### src/rtl/n64xl_pkg.sv
// ----------------------------------------------------------------------------
// n64xl_pkg
// Shared types and constants for the IPv6 to IPv4 header translation core:
// beat payloads, verdict codes, protocol numbers and ICMP type codes.
// ----------------------------------------------------------------------------
package n64xl_pkg;

    // protocol and frame constants
    localparam logic [15:0] ETHERTYPE_V6   = 16'h86DD;
    localparam logic [7:0]  NH_NONE        = 8'h3B;
    localparam logic [7:0]  NH_ICMP6       = 8'h3A;
    localparam logic [7:0]  PROTO_ICMP     = 8'd1;
    localparam logic [15:0] DF_FLAG        = 16'h4000;
    localparam logic [15:0] VER_IHL        = 16'h4500;
    localparam logic [15:0] HDR_LEN        = 16'd20;
    localparam logic [31:0] V4_SRC_RESET   = 32'h0A00_0101;

    // verdict codes
    localparam logic [1:0]  VERDICT_XLATE  = 2'd0;
    localparam logic [1:0]  VERDICT_PASS   = 2'd1;
    localparam logic [1:0]  VERDICT_NOXL   = 2'd2;

    // icmpv6 types
    localparam logic [7:0]  I6_DST_UNREACH = 8'd1;
    localparam logic [7:0]  I6_PKT_TOO_BIG = 8'd2;
    localparam logic [7:0]  I6_TIME_EXCEED = 8'd3;
    localparam logic [7:0]  I6_PARAM_PROB  = 8'd4;
    localparam logic [7:0]  I6_ECHO_REQ    = 8'd128;
    localparam logic [7:0]  I6_ECHO_REP    = 8'd129;

    // icmpv4 types
    localparam logic [7:0]  I4_ECHO_REP    = 8'd0;
    localparam logic [7:0]  I4_DST_UNREACH = 8'd3;
    localparam logic [7:0]  I4_ECHO_REQ    = 8'd8;
    localparam logic [7:0]  I4_TIME_EXCEED = 8'd11;
    localparam logic [7:0]  I4_PARAM_PROB  = 8'd12;

    // input beat
    typedef struct packed {
        logic [15:0] ether_type;
        logic [7:0]  next_header;
        logic [7:0]  hops_left;
        logic [7:0]  traffic_class;
        logic [15:0] payload_length;
        logic [31:0] embedded_dst;
        logic [7:0]  msg6_type;
        logic [7:0]  msg6_code;
        logic [31:0] icmp6_rest;
    } in_beat_t;

    // result beat
    typedef struct packed {
        logic [1:0]  verdict;
        logic [15:0] ipv4_total_length;
        logic [7:0]  ipv4_tos;
        logic [7:0]  ipv4_ttl;
        logic [7:0]  ipv4_protocol;
        logic [31:0] ipv4_daddr;
        logic [15:0] ipv4_checksum;
        logic [7:0]  icmp_type;
        logic [7:0]  icmp_code;
        logic [31:0] icmp_rest;
        logic [15:0] icmp_checksum;
    } out_beat_t;

    // icmp mapper result
    typedef struct packed {
        logic        ok;
        logic [7:0]  itype;
        logic [7:0]  icode;
        logic [31:0] irest;
    } icmp_map_t;

    // ones complement fold of a 20 bit sum, inverted
    function automatic logic [15:0] fold16(input logic [19:0] s);
        logic [16:0] f;
        logic [16:0] g;
        f = {13'd0, s[19:16]} + {1'b0, s[15:0]};
        g = f + {16'd0, f[16]};
        return ~g[15:0];
    endfunction

endpackage

### src/rtl/n64xl_icmp_map.sv
// ----------------------------------------------------------------------------
// n64xl_icmp_map
// Maps ICMPv6 type, code and bytes 4 to 7 onto their ICMPv4 equivalents,
// flagging messages that have no ICMPv4 translation.
// ----------------------------------------------------------------------------
module n64xl_icmp_map (
    input  logic [7:0]           t6,
    input  logic [7:0]           c6,
    input  logic [31:0]          r6,
    output n64xl_pkg::icmp_map_t map
);
    import n64xl_pkg::*;

    logic [31:0] mtu;
    logic [7:0]  ptr;
    logic        ptr_ok;

    // packet too big: mtu less the header growth
    assign mtu = r6 - {16'd0, HDR_LEN};

    // parameter problem pointer remap
    always_comb begin
        ptr    = 8'd0;
        ptr_ok = 1'b1;
        if (r6 <= 32'd1) begin
            ptr = r6[7:0];
        end else if (r6 == 32'd4 || r6 == 32'd5) begin
            ptr = 8'd2;
        end else if (r6 == 32'd6) begin
            ptr = 8'd9;
        end else if (r6 == 32'd7) begin
            ptr = 8'd8;
        end else if (r6 inside {[32'd8:32'd23]}) begin
            ptr = 8'd12;
        end else if (r6 inside {[32'd24:32'd39]}) begin
            ptr = 8'd16;
        end else begin
            ptr_ok = 1'b0;
        end
    end

    // type and code translation
    always_comb begin
        map.ok    = 1'b1;
        map.itype = 8'd0;
        map.icode = 8'd0;
        map.irest = r6;
        case (t6)
            I6_ECHO_REQ: begin
                map.itype = I4_ECHO_REQ;
            end
            I6_ECHO_REP: begin
                map.itype = I4_ECHO_REP;
            end
            I6_DST_UNREACH: begin
                map.itype = I4_DST_UNREACH;
                if (c6 inside {8'd0, 8'd2, 8'd3}) begin
                    map.icode = 8'd1;
                end else if (c6 == 8'd1) begin
                    map.icode = 8'd10;
                end else if (c6 == 8'd4) begin
                    map.icode = 8'd3;
                end else begin
                    map.ok = 1'b0;
                end
            end
            I6_PKT_TOO_BIG: begin
                map.itype = I4_DST_UNREACH;
                map.icode = 8'd4;
                map.irest = mtu;
                map.ok    = (mtu[31:16] == 16'd0);
            end
            I6_TIME_EXCEED: begin
                map.itype = I4_TIME_EXCEED;
                map.icode = c6;
            end
            I6_PARAM_PROB: begin
                if (c6 == 8'd0) begin
                    map.itype = I4_PARAM_PROB;
                    map.irest = {ptr, 24'd0};
                    map.ok    = ptr_ok;
                end else if (c6 == 8'd1) begin
                    map.itype = I4_DST_UNREACH;
                    map.icode = 8'd2;
                end else begin
                    map.ok = 1'b0;
                end
            end
            default: begin
                map.ok = 1'b0;
            end
        endcase
    end

endmodule

### src/rtl/nat64_ipv6_to_ipv4_translate_core.sv
// ----------------------------------------------------------------------------
// nat64_ipv6_to_ipv4_translate_core
// Translates the header fields of one IPv6 frame per beat into IPv4 and
// ICMPv4 header fields, with both header checksums.
// ----------------------------------------------------------------------------
// Usage:
//   s_valid/s_ready/s_data carry one frame's IPv6 header fields per beat.
//   m_valid/m_ready/m_data carry one translated result beat per input beat,
//   in order. cfg_valid/cfg_ready/cfg_data write the IPv4 source address;
//   cfg_ready is always high, and writes are expected only while idle.
//   Three register stages: an accepted beat moves from the stage 1 register
//   to stage 2 and then to stage 3, which drives m_valid. Stage 1 decodes
//   and maps ICMP, stage 2 sums the checksum words, stage 3 folds the sums
//   and masks unused fields into the output register.
//   Throughput is one beat per cycle while m_ready stays high; each stage holds one beat with its
//   own valid bit.
//   Reset clears all valid bits and loads the source address with its
//   default 0x0A000101.
//   When m_ready is low, beats hold in place; a stage still loads if the
//   stage ahead of it is empty, so bubbles close up and nothing is lost
//   or repeated.
// ----------------------------------------------------------------------------
module nat64_ipv6_to_ipv4_translate_core (
    input  logic                 aclk,
    input  logic                 aresetn,
    input  logic                 s_valid,
    output logic                 s_ready,
    input  n64xl_pkg::in_beat_t  s_data,
    output logic                 m_valid,
    input  logic                 m_ready,
    output n64xl_pkg::out_beat_t m_data,
    input  logic                 cfg_valid,
    output logic                 cfg_ready,
    input  logic [31:0]          cfg_data
);
    import n64xl_pkg::*;

    typedef struct packed {
        logic [1:0]  verdict;
        logic        is_icmp;
        logic [15:0] tl;
        logic [7:0]  tos;
        logic [7:0]  ttl;
        logic [7:0]  proto;
        logic [31:0] dst;
        logic [19:0] sum_a;
        logic [7:0]  itype;
        logic [7:0]  icode;
        logic [31:0] irest;
    } st1_t;

    typedef struct packed {
        logic [1:0]  verdict;
        logic        is_icmp;
        logic [15:0] tl;
        logic [7:0]  tos;
        logic [7:0]  ttl;
        logic [7:0]  proto;
        logic [31:0] dst;
        logic [19:0] sum_ip;
        logic [19:0] sum_icmp;
        logic [7:0]  itype;
        logic [7:0]  icode;
        logic [31:0] irest;
    } st2_t;

    logic [31:0] src_reg;
    logic        v1_reg, v2_reg, v3_reg;
    st1_t        st1_reg, st1_next;
    st2_t        st2_reg, st2_next;
    out_beat_t   out_reg, out_next;
    logic        rdy1, rdy2, rdy3;
    icmp_map_t   imap;
    logic        is_v6, is_none, is_icmp;

    // stage advance: a stage loads when empty or when its beat moves on
    assign rdy3      = !v3_reg || m_ready;
    assign rdy2      = !v2_reg || rdy3;
    assign rdy1      = !v1_reg || rdy2;
    assign s_ready   = rdy1;
    assign m_valid   = v3_reg;
    assign m_data    = out_reg;
    assign cfg_ready = 1'b1;

    // source address register
    always_ff @(posedge aclk) begin
        if (!aresetn) begin
            src_reg <= V4_SRC_RESET;
        end else if (cfg_valid) begin
            src_reg <= cfg_data;
        end
    end

    n64xl_icmp_map u_icmp_map (
        .t6  (s_data.msg6_type),
        .c6  (s_data.msg6_code),
        .r6  (s_data.icmp6_rest),
        .map (imap)
    );

    // stage 1: classify, map icmp, total length, first checksum partial
    assign is_v6   = (s_data.ether_type == ETHERTYPE_V6);
    assign is_none = (s_data.next_header == NH_NONE);
    assign is_icmp = (s_data.next_header == NH_ICMP6);

    always_comb begin
        st1_next         = '0;
        st1_next.is_icmp = is_icmp;
        if (!is_v6 || !(is_none || is_icmp)) begin
            st1_next.verdict = VERDICT_PASS;
        end else if (is_icmp && !imap.ok) begin
            st1_next.verdict = VERDICT_NOXL;
        end else begin
            st1_next.verdict = VERDICT_XLATE;
        end
        st1_next.tl    = s_data.payload_length + HDR_LEN;
        st1_next.tos   = s_data.traffic_class;
        st1_next.ttl   = s_data.hops_left;
        st1_next.proto = is_icmp ? PROTO_ICMP : s_data.next_header;
        st1_next.dst   = s_data.embedded_dst;
        st1_next.sum_a = {4'd0, VER_IHL | {8'd0, s_data.traffic_class}}
                       + {4'd0, DF_FLAG}
                       + {4'd0, s_data.hops_left, st1_next.proto}
                       + {4'd0, src_reg[31:16]}
                       + {4'd0, src_reg[15:0]};
        st1_next.itype = imap.itype;
        st1_next.icode = imap.icode;
        st1_next.irest = imap.irest;
    end

    // stage 2: finish the ip sum, form the icmp sum
    always_comb begin
        st2_next.verdict  = st1_reg.verdict;
        st2_next.is_icmp  = st1_reg.is_icmp;
        st2_next.tl       = st1_reg.tl;
        st2_next.tos      = st1_reg.tos;
        st2_next.ttl      = st1_reg.ttl;
        st2_next.proto    = st1_reg.proto;
        st2_next.dst      = st1_reg.dst;
        st2_next.sum_ip   = st1_reg.sum_a
                          + {4'd0, st1_reg.tl}
                          + {4'd0, st1_reg.dst[31:16]}
                          + {4'd0, st1_reg.dst[15:0]};
        st2_next.sum_icmp = {4'd0, st1_reg.itype, st1_reg.icode}
                          + {4'd0, st1_reg.irest[31:16]}
                          + {4'd0, st1_reg.irest[15:0]};
        st2_next.itype    = st1_reg.itype;
        st2_next.icode    = st1_reg.icode;
        st2_next.irest    = st1_reg.irest;
    end

    // stage 3: fold sums, zero fields that do not apply
    always_comb begin
        out_next         = '0;
        out_next.verdict = st2_reg.verdict;
        if (st2_reg.verdict == VERDICT_XLATE) begin
            out_next.ipv4_total_length = st2_reg.tl;
            out_next.ipv4_tos          = st2_reg.tos;
            out_next.ipv4_ttl          = st2_reg.ttl;
            out_next.ipv4_protocol     = st2_reg.proto;
            out_next.ipv4_daddr        = st2_reg.dst;
            out_next.ipv4_checksum     = fold16(st2_reg.sum_ip);
            if (st2_reg.is_icmp) begin
                out_next.icmp_type     = st2_reg.itype;
                out_next.icmp_code     = st2_reg.icode;
                out_next.icmp_rest     = st2_reg.irest;
                out_next.icmp_checksum = fold16(st2_reg.sum_icmp);
            end
        end
    end

    // valid bits
    always_ff @(posedge aclk) begin
        if (!aresetn) begin
            v1_reg <= 1'b0;
            v2_reg <= 1'b0;
            v3_reg <= 1'b0;
        end else begin
            if (rdy1) begin
                v1_reg <= s_valid;
            end
            if (rdy2) begin
                v2_reg <= v1_reg;
            end
            if (rdy3) begin
                v3_reg <= v2_reg;
            end
        end
    end

    // stage payload registers
    always_ff @(posedge aclk) begin
        if (rdy1) begin
            st1_reg <= st1_next;
        end
        if (rdy2) begin
            st2_reg <= st2_next;
        end
        if (rdy3) begin
            out_reg <= out_next;
        end
    end

endmodule

### config.mk
export PLATFORM = sky130hd
export DESIGN_NAME = nat64_ipv6_to_ipv4_translate_core
export DESIGN_NICKNAME = d
export VERILOG_FILES = /design/src/rtl/n64xl_pkg.sv /design/src/rtl/n64xl_icmp_map.sv /design/src/rtl/nat64_ipv6_to_ipv4_translate_core.sv
export SDC_FILE = /design/constraint.sdc
export NUM_CORES = 1
export LEC_CHECK = 0
export BUFFER_PORTS_ARGS = -buffer_cell sky130_fd_sc_hd__buf_2
export CORE_UTILIZATION = 62
export DETAILED_ROUTE_END_ITERATION = 8
export PLACE_DENSITY = 0.86
export SLEW_MARGIN = 10
export SYNTH_ARGS = -nofsm -noshare
export SYNTH_HDL_FRONTEND = slang
export SYNTH_SLANG_ARGS = --single-unit
export TNS_END_PERCENT = 50
### constraint.sdc
create_clock -name aclk -period 9.4 [get_ports aclk]
set_clock_uncertainty 0.05 [all_clocks]
set_input_delay 0.47 -clock aclk [delete_from_list [all_inputs] [get_ports aclk]]
set_output_delay 0.47 -clock aclk [all_outputs]
set_load 0.1 [all_outputs]
# Word-level counts from Yosys, hierarchy flattened
# Index checks and enable logic that the tools add are counted.
[word_totals]
reg_bits = 495
elab_cells = 128
inputBits = 173
[classes]
add_sub_neg = 15
magnitude_cmp = 5
bitwise = 2
eq_ne = 17
mux = 29
n_reduce_logical = 22
[op_table]
columns = ["operator", "n"]
rows = [
  ["$eq 32x3->1 const B", 4],
  ["$mux 8", 9],
  ["$pmux 32 s2", 1],
  ["$pmux 8 s4", 2],
  ["$add 20x16->20", 3],
  ["$add 17x16->18", 2],
  ["$add 16x16->17", 2],
  ["$add 4x16->17", 2],
  ["$add 16x1->16", 2],
  ["$eq 8x2->1 const B", 4],
  ["$ge 32x4->1 const B", 1],
  ["$ge 32x5->1 const B", 1],
  ["$le 32x1->1 const B", 1],
  ["$le 32x5->1 const B", 1],
  ["$le 32x6->1 const B", 1],
  ["$mux 32", 1],
  ["$not 16->16", 2],
  ["$sub 32x5->32 const B", 1],
  ["$add 18x16->19", 1],
  ["$add 15x15->16 const B", 1],
  ["$add 16x5->16 const B", 1],
  ["$eq 16x16->1 const B", 1],
  ["$eq 8x1->1 const B", 2],
  ["$eq 8x3->1 const B", 2],
  ["18 further kinds", 42],
]

# Depth between registers and ports, before layout
# Gate-level depths: netlist of run 1.
[logic_depth]
depth_word = 13
depth_mapped = 16
depth_no_buf = 16

# Modules after synthesis
# A second synthesis of run 1 with hierarchy kept.
[hier_totals]
cells_unflattened = 1872
area_unflattened_um2 = 23902.9
[modules_own_cells]
columns = ["module", "instances", "area_per_inst_um2", "cells_per_inst"]
rows = [
  ["nat64_ipv6_to_ipv4_translate_core", 1, 22290.1, 1581],
  ["n64xl_icmp_map", 1, 1612.8, 291],
]

# Worst setup path before layout of run 1
# Ideal clock, no wire load.
[synth_timing]
path_type = "register -> register"
start = "register v3_reg, in the netlist m_valid"
end = "register st1_reg[0] (netlist name) (enable)"
t_required_ns = 7.551
path_slack_ns = 2.512
synth_period_minus_slack_ns = 6.888
arrival_ns = 5.040
path_buffers = 0
stages_incl_launch_ff = 3
setup_ns = 1.799
cell_sequence = "dfxtp_1 -> nor2b_1 -> nand3_1"
[synth_via]
elab_chain_cells = 4
[synth_rtl]
columns = ["item", "line", "text"]
rows = [
  ["start: declaration", "nat64_ipv6_to_ipv4_translate_core.sv:68", "logic v1_reg, v2_reg, v3_reg;"],
  ["start signal: assignment", "nat64_ipv6_to_ipv4_translate_core.sv:186", "v3_reg <= v2_reg;"],
  ["$logic_not 1->1", "nat64_ipv6_to_ipv4_translate_core.sv:77", "assign rdy3 = !v3_reg || m_ready;"],
  ["$logic_or 1x1->1", "nat64_ipv6_to_ipv4_translate_core.sv:77", ""],
  ["$logic_or 1x1->1", "nat64_ipv6_to_ipv4_translate_core.sv:78", "assign rdy2 = !v2_reg || rdy3;"],
  ["$logic_or 1x1->1", "nat64_ipv6_to_ipv4_translate_core.sv:79", "assign rdy1 = !v1_reg || rdy2;"],
  ["net s_ready", "nat64_ipv6_to_ipv4_translate_core.sv:27", "output logic s_ready,"],
  ["end signal: assignment", "nat64_ipv6_to_ipv4_translate_core.sv:194", "st1_reg <= st1_next;"],
  ["end: declaration", "nat64_ipv6_to_ipv4_translate_core.sv:69", "st1_t st1_reg, st1_next;"],
]
# The timed path passes the listed nets, and every way through them passes these cells.
# A chain may end at the register's enable or synchronous reset.

# Worst setup path in the final report of run 1
[layout_timing]
start = "register st2_reg[84] (netlist name)"
end = "register out_reg (netlist bit m_data[79]) (data pin)"
[layout_via]
elab_chain_cells = 3
[layout_rtl]
columns = ["item", "line", "text"]
rows = [
  ["start: declaration", "nat64_ipv6_to_ipv4_translate_core.sv:70", "st2_t st2_reg, st2_next;"],
  ["start signal: assignment", "nat64_ipv6_to_ipv4_translate_core.sv:197", "st2_reg <= st2_next;"],
  ["$add 4x16->17", "n64xl_pkg.sv:78", "f = {13'd0, s[19:16]} + {1'b0, s[15:0]};"],
  ["$add 16x1->16", "n64xl_pkg.sv:79", "g = f + {16'd0, f[16]};"],
  ["$not 16->16", "n64xl_pkg.sv:80", "return ~g[15:0];"],
  ["end signal: assignment", "nat64_ipv6_to_ipv4_translate_core.sv:200", "out_reg <= out_next;"],
  ["end: declaration", "nat64_ipv6_to_ipv4_translate_core.sv:71", "out_beat_t out_reg, out_next;"],
]
# No other way between the ends.

==> results of run 1 <==
==> final timing paths <==
| check | end | start | slack, ns |
|---|---|---|---|
| max reg2reg | m_data[79]$_SDFFCE_PP0P_ | st2_reg[84]$_DFFE_PP_ | 5.63 |
| min | st1_reg[91]$_DFFE_PP_ | s_data[71] | 0.03 |
| min reg2reg | st2_reg[123]$_DFFE_PP_ | st1_reg[103]$_DFFE_PP_ | 0.37 |
| max | m_data[79]$_SDFFCE_PP0P_ | st2_reg[84]$_DFFE_PP_ | 5.63 |
==> area by class of cell <==
class	count	area, um2
fill	2302	9630
inverter	49	189
tap	461	577
clock inverter	31	285
antenna	11	27.5
sequential	475	13900
timing repair buffer	332	1680
multi-input combinational	1072	8140
clock buffer	55	1210
==> per-stage QoR <==
step	power (mW)	instance area [um2]
4_1_cts	6.29	26000
3_3_place_gp	4.38	24500
5_1_grt	6.59	26000
6_report	6.28	26000
3_5_place_dp	4.45	24500
2_1_floorplan	4.01	22500
==> cell families (layout without fill, tap and decap cells) <==
logic type      after synthesis  count (layout)
other cells                   2              16
flops                       475             475
compound gates              259             259
fa+ha+maj                   147             147
simple gates                543             543
xor+xnor                     86              86
buf+inv                     111             467
mux                          32              32
==> synth_stat cells, drive strengths merged, types with 10 or more instances <==
| library cell | instances |
|---|---|
| nand4 | 15 |
| nand3 | 30 |
| edfxtp | 440 |
| xor2 | 25 |
| or4 | 11 |
| o31ai | 14 |
| nor2b | 47 |
| mux2i | 32 |
| inv | 49 |
| dfxtp | 35 |
| clkbuf | 46 |
| xnor2 | 61 |
| or3 | 18 |
| nand2 | 89 |
| nor3 | 36 |
| nor2 | 95 |
| o21ai | 74 |
| buf | 15 |
| o21a | 12 |
| ha | 76 |
| fa | 71 |
| nor4 | 19 |
| a21oi | 60 |
| a31oi | 10 |
| and3 | 53 |
| and2 | 85 |
| a21o | 18 |
| o211ai | 10 |
==> layer usage <==
layer	wire, um	vias to the layer above	global-route usage, %	share of wire, %
met5	28	-	0	0.054
met4	1690	4	10.9	3.3
met2	24900	753	44.8	48
met1	21100	7179	38.7	41
met3	4030	122	4.69	7.8
li1	-	6790	-	-
==> power groups by stage <==
stage                     clock network (mW)  registers [mW]  logic [mW]
final                                   1.84            2.73        1.72
after global placement                     0            2.75        1.62
after CTS                               1.86            2.73        1.70
after floorplan                            0            2.81        1.20
after detailed placement                   0            2.77        1.68
after global routing                    1.94            2.75        1.90
==> summary.txt, run 1 <==
Outcome
  • Status: finished with violations
  • Failing checks: DRC

Setup path
  • Worst setup SP type: flop
  • CP max stage cell: nor3_1
  • CP top delay family: simple AND/OR/NAND/NOR gates
  • WP depth: 12
  • CP Data Required Time: 9.78 ns
  • Crit path cell chain: ha_1 -> fa_1 -> a21oi_1 -> nor3_1 -> and3_1 -> ha_1 -> and3_1 -> o21ai_0 -> a2111oi_2 -> nand2_1 -> or4_1 -> nand2_1
  • Worst setup path class: reg -> reg
  • Worst path bufs/invs: 0
  • R2R depth: 12
  • WP data arrival: between 4 and 5 ns
  • Critical path endpoint category: flop
  • Crit Path Max Fanout: 6
  • Max stage delay on crit path: 0.52 ns

Global routing
  • Initial antenna violation count: 11
  • Vias in the first global route: between 10000 and 15000
  • Largest net degree at the start of global routing: between 80 and 90
  • GRT Overall Usage: between 20% and 30%
  • Gr ovfl total: 0
  • First-pass GRT wire length: approximately 80 mm

Layout
  • Synthesis-to-finish area growth: 15.7%
  • Layout Cells excl Fill: approximately 2500
  • Commonest non-fill, non-tap cells in the layout: edfxtp_1, buf_2, nor2_1
  • Number of flip-flops in the largest register: between 150 and 200
  • Final Util: about 73%
  • Nets: between 2000 and 2500
  • Share of layout cells above drive strength 1: 21.6%
  • Commonest non-fill, non-tap cell in the layout: edfxtp_1

Logic synthesis
  • Post-synth top flop: edfxtp_1
  • Register area share after synthesis: about three fifths
  • Ys async rst share: 0%
  • Mux contribution to synthesized area: 1.42%
  • Avg Cell Area, Syn: about 14 um2
  • Post-synth EDFFs: 440
  • Synth Area in Adders: about a tenth
  • Compound-Gate Fraction of Synth Area: 7.49%
  • Mapped cell area: 0.0225 mm2
  • Post-synth cell types: 76
  • Yosys top cell area share: between 50% and 60%
  • Synth top area cells: edfxtp_1, fa_1, ha_1, dfxtp_1, xnor2_1
  • Cells after Synth: about 1700
  • XOR/XNOR Fraction of Synth Area: 3.35%
  • Flops & latches, synth: around 480
  • Yosys warns: 0
  • Largest area contributor in the netlist: edfxtp_1
  • Largest family of logic cells by synthesized area: simple AND/OR/NAND/NOR gates
  • Simple-gate portion of the synthesized area: 13.2%

STA
  • Post-route setup slack: roughly 5.6 ns
  • # setup viols final: 0
  • Max-slew violation count: 0
  • Worst-Margin Slew: around 1.2 ns
  • Total negative slack for setup checks: 0 ns
  • Post-route clock period utilization: approximately two fifths
  • Fmax: roughly 270 MHz
  • Tmin final: roughly 3.8 ns
  • Hold Vio Cnt, Final: 0
  • Unrepaired setup endpoints after global routing: no
  • WHS: around 0.027 ns
  • Slew headroom: between 10% and 20%

Route
  • Routed wire per std cell: between 20 and 25 um
  • DR iter-0 viols: 1424
  • Routed Antenna Nets: 0
  • # DRC: 64
  • Vias: about 15000
  • Total Wirelength: around 52 mm
  • Vias per cell: approximately 6.0
  • DR pass1 iterations: 8

Power and ir drop
  • Switching Fraction: just over 30%
  • Sequential Power Share: 43.4%
  • P_leak: around 11 nW
  • Worst ir drop on vdd: approximately 0.17 mV
  • Clk pwr share: between 20% and 30%
  • Internal cell power: about 4.3 mW
  • Logic pwr share: 27.3%
  • Power Dens Cells: 242 mW/mm2
  • NetSw: around 2.0 mW

Clock network
  • # resized after CTS: 0
  • Hold_buf cts: 0
  • Clock Tree Root: clkbuf_16
  • Post-CTS Repair Setup Buffers: 0
  • CTS buffer count: 47
  • Clk buf depth: 3
  • Clock Latency Late Sink: 0.57 ns
  • CTS tree: done
  • Clk pin slew, worst setup/hold paths: around 0.06 ns
  • CTS sink count: approximately 480
  • H-tree depth: 2

Place
  • Port Buf Inserts: around 320
  • Routability cong.: ~0.90
  • Placed cells: 2389
  • DP Wirelength: ~37 mm
  • Post-Place Worst Slack: 5.11 ns

Die
  • Row count: between 60 and 70
  • # IOs: 330
  • Core footprint: 0.0357 mm2
  • Die ar.: between 0.03 and 0.04 mm2
  • Initial Util: between 60 and 70%
  • Die X: 192 um
  • Die height: 192 um

Hold path
  • Worst hold path class: in -> reg
  • Min-Delay Path Depth: 1

Flow run
  • Maxcap violations: 0
Note: power is estimated with default switching activity, not from simulation.
==> inputs of run 2 (changes only) <==
Settings changed: ABC_AREA set to 1, CORE_UTILIZATION 62 to 52, PLACE_DENSITY 0.86 to 0.76.
Clock period 9.4 ns to 3.4 ns, I/O delays scaled along.
==> summary.txt, run 2 <==
Logic synthesis
  • Most instantiated cells after synthesis: edfxtp_1, nor2_1, inv_1
  • Post-synth EDFFs: 440 (unchanged)
  • Mapped cell area: 0.0229 mm2 (+1.7%)
  • Synth top area cells: edfxtp_1, fa_1, nor2_1, inv_1, ha_1
  • Top-count cell post-synth: edfxtp_1
  • Register area share after synthesis: 60.8% (-1.0 points)
  • Yosys top cell area share: 57.8% (-0.99 points)
  • Post-synth cell types: 57 (-25%)
  • Cells after Synth: 2038 (+23%)
  • Flops & latches, synth: 475 (unchanged)
  • Avg Cell Area, Syn: 11.2 um2 (-17%)
  • Ys async rst share: 0% (unchanged)
  • Yosys warns: 0 (unchanged)
  • Post-synth top flop: edfxtp_1
  • Largest area contributor in the netlist: edfxtp_1

Hold path
  • Hold_sp: aresetn
  • Worst hold path class: in -> reg

Global routing
  • Met3 Use GR: 3.83% (-0.86 points)
  • Largest net degree at the start of global routing: 151 (+70%)
  • Vias in the first global route: 16473 (+17%)
  • Initial antenna violation count: 7 (-4)
  • M2 GR Usage: 43.8% (-1.0 points)
  • GRT Overall Usage: 26.2% (-1.8 points)
  • Gr ovfl total: 0 (unchanged)
  • GR met1 Demand/Resource: 35.1% (-3.6 points)
  • First-pass GRT wire length: 89.0 mm (+14%)
  • Top Usage Layer GRT: met2

Setup path
  • CP startpoint: st1_reg[54]$_DFFE_PP_
  • WP data arrival: 3.57 ns (-0.58 ns)
  • CP Data Required Time: 3.68 ns (-6.10 ns)
  • Reg-to-Reg Start: st1_reg[54]$_DFFE_PP_
  • Reg2reg end: st2_reg[81]$_DFFE_PP_
  • Critical path endpoint category: flop
  • Worst setup SP type: flop
  • FF-to-FF setup slack: 0.11 ns (-5.52 ns)
  • Worst setup path class: reg -> reg
  • Crit Path Max Fanout: 5 (-1)
  • R2R depth: 10 (-2)
  • Worst setup endpoint: st2_reg[81]$_DFFE_PP_

Die
  • Die ar.: 0.0448 mm2 (+21%)
  • Core footprint: 0.0433 mm2 (+21%)
  • Die X: 212 um (+10%)
  • Initial Util: 52.9% (-10 points)
  • # IOs: 330 (unchanged)
  • Row count: 76 (+10%)
  • Die height: 212 um (+10%)

Route
  • Routed Antenna Nets: 0 (unchanged)
  • Vias per cell: 5.21 (-13%)
  • DR iter-0 viols: 1245 (-13%)
  • DR pass1 iterations: 6 (-2)
  • # DRC: 0 (-100%)
  • Vias: 16619 (+12%)
  • Routed wire per std cell: 18.4 um (-12%)
  • Total Wirelength: 58.6 mm (+13%)

Clock network
  • Clk buf depth: 3 (unchanged)
  • Clock Tree Root: clkbuf_16
  • CTS buffer count: 48 (+2.1%)
  • CTS sink count: 475 (unchanged)
  • CTS tree: done
  • Clk pin slew, worst setup/hold paths: 0.06 ns (about the same)
  • H-tree depth: 2 (unchanged)
  • Clock Latency Late Sink: 0.58 ns (about the same)

Layout
  • Share of layout cells above drive strength 1: 21.1% (-0.46 points)
  • Fill cells: 3129 (+36%)
  • Number of flip-flops in the largest register: 153 (unchanged)
  • Synthesis-to-finish area growth: 25.4%
  • Commonest non-fill, non-tap cell in the layout: edfxtp_1
  • Nets: 2887 (+26%)
  • Commonest non-fill, non-tap cells in the layout: edfxtp_1, buf_2, nor2_1

STA
  • Worst-Margin Slew: 1.04 ns (-0.168 ns)
  • Fmax: 304 MHz (+14%)
  • Slew headroom: 30.4% (+11 points)
  • Tmin final: 3.29 ns (-0.476 ns)
  • Post-route setup slack: 0.110 ns (-5.52 ns)
  • # setup viols final: 0 (unchanged)
  • Max-slew violation count: 0 (unchanged)
  • Hold Vio Cnt, Final: 0 (unchanged)
  • Post-route clock period utilization: 96.8% (+57 points)
  • Unrepaired setup endpoints after global routing: yes

Place
  • DP Wirelength: 40.8 mm (+9.5%)
  • Port Buf Inserts: 324 (unchanged)
  • Post-Place Worst Slack: -0.00884 ns (-5.12 ns)
  • Routability cong.: 0.905 (+0.96%)

Power and ir drop
  • Worst ir drop on vdd: 0.686 mV (+310%)
  • P_leak: 13.1 nW (+18%)
  • Pwr Total: 18.5 mW (+190%)
  • Power Dens Cells: 646 mW/mm2 (+170%)

Flow run
  • Maxcap violations: 0 (unchanged)

Outcome
  • Status: completed
==> run 2: changes by cell type after synthesis, moves of 39 or more <==
cell | before | now
and2_1 | 85 | 1
nor2b_1 | 47 | 0
nor2_1 | 95 | 320
inv_1 | 48 | 300
nand3_1 | 30 | 79
and3_1 | 53 | 1
nand2_1 | 89 | 243
xnor2_1 | 61 | 22
==> run 2: what timing repair did <==
action,in CTS,in global routing
setup endpoints to repair,1,27
setup buffers,0,9
resized for setup,1,57
hold endpoints to repair,127,0
pin swaps,0,24
hold buffers,137,0
==> run 2: how the worst min path moves through the flow <==
stage,to,slack [ns],depth (start not counted)
after global routing,v2_reg$_SDFFE_PN0P_,0.03,2
after detailed placement,st1_reg[81]$_DFFE_PP_,0.30,1
final,v2_reg$_SDFFE_PN0P_,0.03,2
after floorplan,st1_reg[108]$_DFFE_PP_,0.22,0
after CTS,st1_reg[7]$_DFFE_PP_,0.01,3
after global placement,st1_reg[80]$_DFFE_PP_,0.30,1
==> run 2: metrics by stage <==
step,instances,utilization [%],hold slack (ns),TNS [ns],area (um2)
after CTS,3178,65.7,0.0121,0,28400
after global routing,3189,66.3,0.0288,-0.225,28700
final,3189,66.3,0.0334,0,28700
after detailed placement,2956,59.0,0.299,-0.00884,25500
after floorplan,2041,-,0.219,-194.42,22900
after global placement,2956,59.0,0.298,0,25500
==> run 2: kinds of logic after synthesis <==
kind of cell / count (synthesis) / synth area share [%]
AND/OR/NAND/NOR: 757 / 14.4
adder cells (fa/ha/maj): 147 / 10.4
AO/OA/AOI/OAI: 234 / 5.73
buffers and inverters: 353 / 5.94
XOR/XNOR: 70 / 2.71
other: 2 / 0.0328
flip-flops: 475 / 60.8
==> run 2: routing by layer <==
| metal | part of all wire [%] | wire (um) |
|---|---|---|
| met3 | 6.1 | 3560 |
| met1 | 42 | 24400 |
| met5 | 0.022 | 13 |
| met4 | 3.1 | 1830 |
| met2 | 49 | 28800 |
==> run 2: report_power, final <==
| part | internal (mW) | switching [mW] | total, mW | leakage [nW] |
|---|---|---|---|---|
| clock network | 2.98 | 2.20 | 5.18 | 0.744 |
| logic | 2.24 | 3.58 | 5.82 | 7.10 |
| registers | 7.14 | 0.401 | 7.54 | 5.22 |
==> run 2: worst max-delay path, stage by stage (launching register included) <==
cell and delay [ns]:
edfxtp_1 0.41, fa_1 0.64, fa_1 0.45, ha_1 0.38
a21oi_1 0.18, o21ai_0 0.10, o21bai_1 0.19, a21boi_1 0.22
o21ai_1 0.12, buf_4 0.15, xor2_2 0.14
==> run 2: final cells by class <==
| class | instances | area [um2] | share of cell area (%) |
|---|---|---|---|
| multi-input combinational | 1213 | 7850 | 27.4 |
| antenna | 2 | 5.00 | 0.0175 |
| inverter | 314 | 1180 | 4.13 |
| timing repair buffer | 515 | 3460 | 12.1 |
| clock buffer | 58 | 1240 | 4.32 |
| clock inverter | 27 | 287 | 0.999 |
| tap | 585 | 732 | 2.55 |
| sequential | 475 | 13900 | 48.5 |
